==> src/sv/sfr_pkg.sv <==
// Shared types and constants for the serial frame receiver.
package sfr_pkg;

  // Frame byte positions; position zero hunts the first start byte
  localparam logic [3:0] POS_START1 = 4'd0;
  localparam logic [3:0] POS_START2 = 4'd1;
  localparam logic [3:0] POS_FUNC   = 4'd2;
  localparam logic [3:0] POS_ADDR   = 4'd3;
  localparam logic [3:0] POS_DATA0  = 4'd4;
  localparam logic [3:0] POS_DATA1  = 4'd5;
  localparam logic [3:0] POS_DATA2  = 4'd6;
  localparam logic [3:0] POS_DATA3  = 4'd7;
  localparam logic [3:0] POS_CSUM   = 4'd8;
  localparam logic [3:0] POS_STOP   = 4'd9;

  // Result status codes
  localparam logic [2:0] ST_WAIT     = 3'd0;
  localparam logic [2:0] ST_REJECT   = 3'd1;
  localparam logic [2:0] ST_DATA     = 3'd2;
  localparam logic [2:0] ST_DATA_SPK = 3'd3;
  localparam logic [2:0] ST_END_SPK  = 3'd4;

  // Configuration register indexes
  localparam logic [2:0] REG_START1   = 3'd0;
  localparam logic [2:0] REG_START2   = 3'd1;
  localparam logic [2:0] REG_STOP     = 3'd2;
  localparam logic [2:0] REG_CODE_NRM = 3'd3;
  localparam logic [2:0] REG_CODE_SPK = 3'd4;
  localparam logic [2:0] REG_CODE_END = 3'd5;

  // One result word
  typedef struct packed {
    logic [2:0] status;
    logic [7:0] frame_function;
    logic [7:0] frame_address;
    logic [7:0] data_first;
    logic [7:0] data_second;
    logic [7:0] data_third;
    logic [7:0] data_fourth;
  } result_t;

endpackage

==> src/sv/serial_frame_receiver.sv <==
// Top level of the serial frame receiver: byte framing, checksum and frame decode.
//
//   channel | direction | handshake          | payload
//   in_     | input     | in_valid/in_stall  | in_rx_byte, in_expected_address
//   out_    | output    | out_valid/out_stall| out_status, out_frame_*, out_data_*
//   cfg_    | input     | cfg_valid/cfg_ready| cfg_index, cfg_data
//
// Each word is decoded combinationally from the frame state; its result is
// registered on acceptance. A one-word skid register behind the output register
// keeps the input open for one more word while the output stalls; in_stall rises
// only when both hold a word. Reset (rst_n low, synchronous) empties both and
// returns the parser to hunting. cfg_ready is always high.
module serial_frame_receiver (
  input  logic       clk,
  input  logic       rst_n,
  input  logic       in_valid,
  output logic       in_stall,
  input  logic [7:0] in_rx_byte,
  input  logic [7:0] in_expected_address,
  output logic       out_valid,
  input  logic       out_stall,
  output logic [2:0] out_status,
  output logic [7:0] out_frame_function,
  output logic [7:0] out_frame_address,
  output logic [7:0] out_data_first,
  output logic [7:0] out_data_second,
  output logic [7:0] out_data_third,
  output logic [7:0] out_data_fourth,
  input  logic       cfg_valid,
  output logic       cfg_ready,
  input  logic [2:0] cfg_index,
  input  logic [7:0] cfg_data
);

  // Configuration registers
  logic [7:0] start1_r, start2_r, stop_r, code_nrm_r, code_spk_r, code_end_r;

  // Frame state
  logic [3:0] pos_r, pos_nxt, pos_eff;
  logic [7:0] csum_r, csum_nxt;
  logic [7:0] func_r, func_nxt;
  logic [7:0] addr_r, addr_nxt;
  logic [7:0] data_r [4];
  logic [7:0] data_nxt [4];

  // Output and skid stages
  sfr_pkg::result_t res_nxt, out_r, skid_r;
  logic out_valid_r, skid_valid_r;
  logic in_fire, out_fire;

  assign cfg_ready = 1'b1;
  assign in_stall  = skid_valid_r;
  assign in_fire   = in_valid && !skid_valid_r;
  assign out_fire  = out_valid_r && !out_stall;

  // Write configuration registers
  always_ff @(posedge clk) begin
    if (!rst_n) begin
      start1_r   <= 8'd0;
      start2_r   <= 8'd0;
      stop_r     <= 8'd0;
      code_nrm_r <= 8'd0;
      code_spk_r <= 8'd1;
      code_end_r <= 8'd2;
    end else if (cfg_valid && cfg_ready) begin
      unique case (cfg_index)
        sfr_pkg::REG_START1:   start1_r   <= cfg_data;
        sfr_pkg::REG_START2:   start2_r   <= cfg_data;
        sfr_pkg::REG_STOP:     stop_r     <= cfg_data;
        sfr_pkg::REG_CODE_NRM: code_nrm_r <= cfg_data;
        sfr_pkg::REG_CODE_SPK: code_spk_r <= cfg_data;
        sfr_pkg::REG_CODE_END: code_end_r <= cfg_data;
        default: ;
      endcase
    end
  end

  // Decode one byte against the frame state
  always_comb begin
    pos_eff  = (pos_r > sfr_pkg::POS_STOP) ? sfr_pkg::POS_START1 : pos_r;
    pos_nxt  = pos_eff;
    csum_nxt = csum_r;
    func_nxt = func_r;
    addr_nxt = addr_r;
    for (int k = 0; k < 4; k++) data_nxt[k] = data_r[k];
    res_nxt = '0;
    res_nxt.status = sfr_pkg::ST_WAIT;

    unique case (pos_eff)
      sfr_pkg::POS_START1: begin
        if (in_rx_byte == start1_r) pos_nxt = sfr_pkg::POS_START2;
        else res_nxt.status = sfr_pkg::ST_REJECT;
      end
      sfr_pkg::POS_START2: begin
        if (in_rx_byte == start2_r) begin
          pos_nxt = sfr_pkg::POS_FUNC;
        end else begin
          pos_nxt = sfr_pkg::POS_START1;
          res_nxt.status = sfr_pkg::ST_REJECT;
        end
      end
      sfr_pkg::POS_FUNC: begin
        func_nxt = in_rx_byte;
        csum_nxt = in_rx_byte;
        pos_nxt  = sfr_pkg::POS_ADDR;
      end
      sfr_pkg::POS_ADDR: begin
        addr_nxt = in_rx_byte;
        csum_nxt = csum_r + in_rx_byte;
        pos_nxt  = sfr_pkg::POS_DATA0;
      end
      sfr_pkg::POS_DATA0, sfr_pkg::POS_DATA1, sfr_pkg::POS_DATA2, sfr_pkg::POS_DATA3: begin
        data_nxt[pos_eff[1:0]] = in_rx_byte;
        csum_nxt = csum_r + in_rx_byte;
        pos_nxt  = pos_eff + 4'd1;
      end
      sfr_pkg::POS_CSUM: begin
        if (csum_r == in_rx_byte) begin
          pos_nxt = sfr_pkg::POS_STOP;
        end else begin
          pos_nxt = sfr_pkg::POS_START1;
          res_nxt.status = sfr_pkg::ST_REJECT;
        end
      end
      default: begin
        // Last byte: check stop and address, then classify the function code
        pos_nxt = sfr_pkg::POS_START1;
        res_nxt.status = sfr_pkg::ST_REJECT;
        if (in_rx_byte == stop_r && addr_r == in_expected_address) begin
          priority if (func_r == code_nrm_r) res_nxt.status = sfr_pkg::ST_DATA;
          else if (func_r == code_spk_r)     res_nxt.status = sfr_pkg::ST_DATA_SPK;
          else if (func_r == code_end_r)     res_nxt.status = sfr_pkg::ST_END_SPK;
          else                               res_nxt.status = sfr_pkg::ST_REJECT;
        end
        if (res_nxt.status != sfr_pkg::ST_REJECT) begin
          res_nxt.frame_function = func_r;
          res_nxt.frame_address  = addr_r;
          res_nxt.data_first     = data_r[0];
          res_nxt.data_second    = data_r[1];
          res_nxt.data_third     = data_r[2];
          res_nxt.data_fourth    = data_r[3];
        end
      end
    endcase
  end

  // Advance frame state on each accepted word
  always_ff @(posedge clk) begin
    if (!rst_n) begin
      pos_r  <= sfr_pkg::POS_START1;
      csum_r <= 8'd0;
      func_r <= 8'd0;
      addr_r <= 8'd0;
      for (int k = 0; k < 4; k++) data_r[k] <= 8'd0;
    end else if (in_fire) begin
      pos_r  <= pos_nxt;
      csum_r <= csum_nxt;
      func_r <= func_nxt;
      addr_r <= addr_nxt;
      for (int k = 0; k < 4; k++) data_r[k] <= data_nxt[k];
    end
  end

  // Output register with skid stage behind it
  always_ff @(posedge clk) begin
    if (!rst_n) begin
      out_valid_r  <= 1'b0;
      skid_valid_r <= 1'b0;
    end else if (out_fire || !out_valid_r) begin
      out_valid_r  <= skid_valid_r || in_fire;
      skid_valid_r <= 1'b0;
    end else if (in_fire) begin
      skid_valid_r <= 1'b1;
    end
  end

  always_ff @(posedge clk) begin
    if (out_fire || !out_valid_r) begin
      out_r <= skid_valid_r ? skid_r : res_nxt;
    end else if (in_fire) begin
      skid_r <= res_nxt;
    end
  end

  assign out_valid          = out_valid_r;
  assign out_status         = out_r.status;
  assign out_frame_function = out_r.frame_function;
  assign out_frame_address  = out_r.frame_address;
  assign out_data_first     = out_r.data_first;
  assign out_data_second    = out_r.data_second;
  assign out_data_third     = out_r.data_third;
  assign out_data_fourth    = out_r.data_fourth;

endmodule

==> config.mk <==
export PLATFORM = sky130hd
export DESIGN_NAME = serial_frame_receiver
export DESIGN_NICKNAME = d
export VERILOG_FILES = /design/src/sv/sfr_pkg.sv /design/src/sv/serial_frame_receiver.sv
export SDC_FILE = /design/constraint.sdc
export NUM_CORES = 1
export LEC_CHECK = 0
export BUFFER_PORTS_ARGS = -buffer_cell sky130_fd_sc_hd__buf_4
export CORE_UTILIZATION = 60
export DETAILED_ROUTE_END_ITERATION = 10
export HOLD_SLACK_MARGIN = 0.15
export PLACE_DENSITY = 0.8
export RECOVER_POWER = 50
export SLEW_MARGIN = 10
export SYNTH_ARGS = -nofsm -noshare
export SYNTH_HDL_FRONTEND = slang
export SYNTH_SLANG_ARGS = --single-unit
==> constraint.sdc <==
create_clock -name clk -period 6.5 [get_ports clk]
set_input_delay 0.975 -clock clk [delete_from_list [all_inputs] [get_ports clk]]
set_output_delay 0.975 -clock clk [all_outputs]
set_load 0.02 [all_outputs]
==> impl_metrics.py <==
metrics = {
    "timing": {
        "setup_violations": 0,
        "fin_worst_skew_ns": 0.007656,
        "post-route-min-period_ns": 3.631,
        "tns_ns": 0,
        "finalHoldViolCount": 0,
        "drv_slew": 124,
        "whs_ns": 0.4661,
        "fin_crit_sh": 0.5587,
        "timing.slew.headroom": -1.073,
        "worstMarginPinSlew_ns": 3.109,
        "rsz0062_at_grt": "false",
        "fmax_mhz": 275.4,
    },
    "cells_and_area": {
        "regMostFlops": "skid_r",
        "fin_nets": 1056,
        "top_regs": "skid_r: 51 flops, data_r: 32 flops",
        "drive_gt1_frac": 0.1592,
        "largest_register_ff_count": 51,
        "area_growth_pct": 10.23,
        "mostFrequentLayoutCell": "nand2_1",
        "layout_common_cells": "nand2_1 (186), edfxtp_1 (134), dfxtp_1 (77), nor2_1 (63), a21oi_1 (62)",
        "diodes": 0,
    },
    "detailed_routing": {
        "antenna_left": 0,
        "firstDrtPassIters": 5,
        "vias": 7040,
        "routed_wl_mm": 21.10,
        "via_per_inst": 5.632,
        "drtIter0Drc": 616,
        "drcViolationCount": 0,
        "wl_per_cell_microns": 16.88,
    },
    "synthesis": {
        "yosysSeqAreaShare": 0.5496,
        "ys.flop_type": "edfxtp_1",
        "synth_nets": 1011,
        "synth_top_family_by_area": "simple AND/OR/NAND/NOR gates",
        "ys_top_cells_by_area": "edfxtp_1 (40%), dfxtp_1 (15%), nand2_1 (6.9%), o31ai_2 (5.9%), mux2i_1 (4.0%)",
        "syn_area_sq_um": 10160,
        "synth_xor_area_frac": 0.05084,
        "async_reset_ff_frac": 0,
        "syn_area_per_cell_sq_um": 10.49,
        "synth_compound_area_frac": 0.1283,
        "synthCells": 969,
        "synth_edf_count": 134,
        "yosys.cell_types.count": 62,
        "synthMuxAreaShare": 0.04038,
        "yosys.area_share.simple": 0.1594,
        "ys_ff_latch": 212,
        "yosysTopAreaCell": "edfxtp_1",
        "synth_top_area_frac": 0.3959,
        "synthAdderAreaFrac": 0.01305,
        "yosysWarnings": 0,
    },
    "die": {
        "die_w_microns": 132.2,
        "core_area_sq_um": 16580,
        "io_pins": 86,
        "core.rowCount": 47,
        "die_h_microns": 132.2,
        "start_util": 0.6129,
        "die-area_sq_um": 17460,
    },
    "outcome": {
        "outcome": "finished, violations left",
        "violations": "max-capacitance violations, max-slew violations",
    },
    "global_routing": {
        "grt_usage": 0.2454,
        "antenna_found_initial": 0,
        "grt_start_max_net_pins": 74,
        "grt_pass1_vias": 6421,
        "grt_pass1_wl_mm": 34.05,
        "overflow": 0,
    },
    "worst_setup_path": {
        "path_max_fanout": 54,
        "crit_required_ns": 6.66,
        "cp.arrival_ns": 3.80,
        "end_kind": "register",
        "critPathLaunchType": "primary input",
        "path_class": "primary input to register",
    },
    "clocking": {
        "post_cts_buffers": 0,
        "ctsRootBufferMaster": "clkbuf_16",
        "ctsResizeCount": 0,
        "clkSlewWorstSetupHoldPaths_ns": 0.06,
        "clock-sinks": 212,
        "h-tree-depth": 1,
        "clk_path_buf_depth": 3,
        "holdBufCountCts": 0,
        "cts_tree": "yes",
        "clock_latency_ns": 0.50,
        "cts-buffers-inserted": 22,
    },
    "hold_path": {
        "min_path_type": "register to register",
    },
    "power": {
        "power_density_nw_per_um2": 260.1,
        "ir_worst_vdd_mv": 0.2186,
        "p_leak_nw": 4.105,
    },
    "run": {
        "cap_violations": 2,
    },
    "place": {
        "hpwl_mm": 13.53,
        "gp_congestion": 0.8752,
        "portBuffers": 84,
    },
}
[worst max-delay path, stage by stage]
cell and delay [ns]:
clkbuf_4 0.11, nand2_1 0.06, clkbuf_1 2.17, nor2_4 -0.04
buf_4 0.43
[per-stage QoR]
stage | setup slack [ns] | instance area (sq um) | total power [W] | util | std cells
final | 2.869 | 11200 | 0.002914 | 0.6756 | 1250
after detailed placement | 3.030 | 10760 | 0.001811 | 0.6489 | 1210
after floorplan | 1.606 | 10160 | 0.001717 | - | 969
after CTS | 2.985 | 11420 | 0.002949 | 0.6884 | 1250
after global placement | 3.105 | 10760 | 0.001805 | 0.6489 | 1210
after global routing | 2.556 | 11200 | 0.003008 | 0.6756 | 1250
[synthesized netlist by cell type (all sizes together), types with 7 or more instances]
library cell and count:
xnor2 17, xor2 42, dfxtp 78, mux2i 41, o21ai 11, edfxtp 134
nand3 9, o31ai 51, clkbuf 41, inv 57, nor4 12, nor2b 8
nor3 7, nor2 104, buf 28, nand4 8, ha 9, a21oi 62
nand2 186
[worst paths after layout]
check | start | endpoint | slack, ns | cells past startpoint
setup / recovery | out_stall | skid_r[43]$_DFFE_PP_ | 2.87 | 5
hold / removal | code_spk_r[1]$_SDFFE_PN0P_ | code_spk_r[1]$_SDFFE_PN0P_ | 0.47 | 2
setup reg to reg | pos_r[1]$_SDFFE_PN0P_ | out_data_first[1]$_DFFE_PP_ | 2.99 | 10
hold reg to reg | code_spk_r[1]$_SDFFE_PN0P_ | code_spk_r[1]$_SDFFE_PN0P_ | 0.47 | 2
[layout make-up]
class	count	area, sq um
clock buffers	26	586.8
fillers	1305	5380
well taps	220	275.3
flip-flops and latches	212	5589
multi-input cells	630	4000
inverters	58	217.7
repair buffers	90	465.4
clock inverters	14	68.82
[per-layer routing]
layer / GRT usage / vias to the layer above / part of all wire
li1: - / 3422 / -
met5: 0 / - / 0
met4: 0.07752 / 0 / 0.022
met2: 0.3927 / 228 / 0.47
met3: 0.03114 / 41 / 0.060
met1: 0.3497 / 3349 / 0.45
[power breakdown]
part	switching [W]	internal, W
registers	0.0000283	0.00148
clock network	0.000499	0.000644
logic	0.000176	0.0000842
[cells by family after synthesis]
group	after synthesis
simple gates	357
flops	212
compound gates	162
buf+inv	127
xor+xnor	59
mux	41
fa+ha+maj	10
other cells	1
No activity file was read; power rests on OpenSTA's default activity.
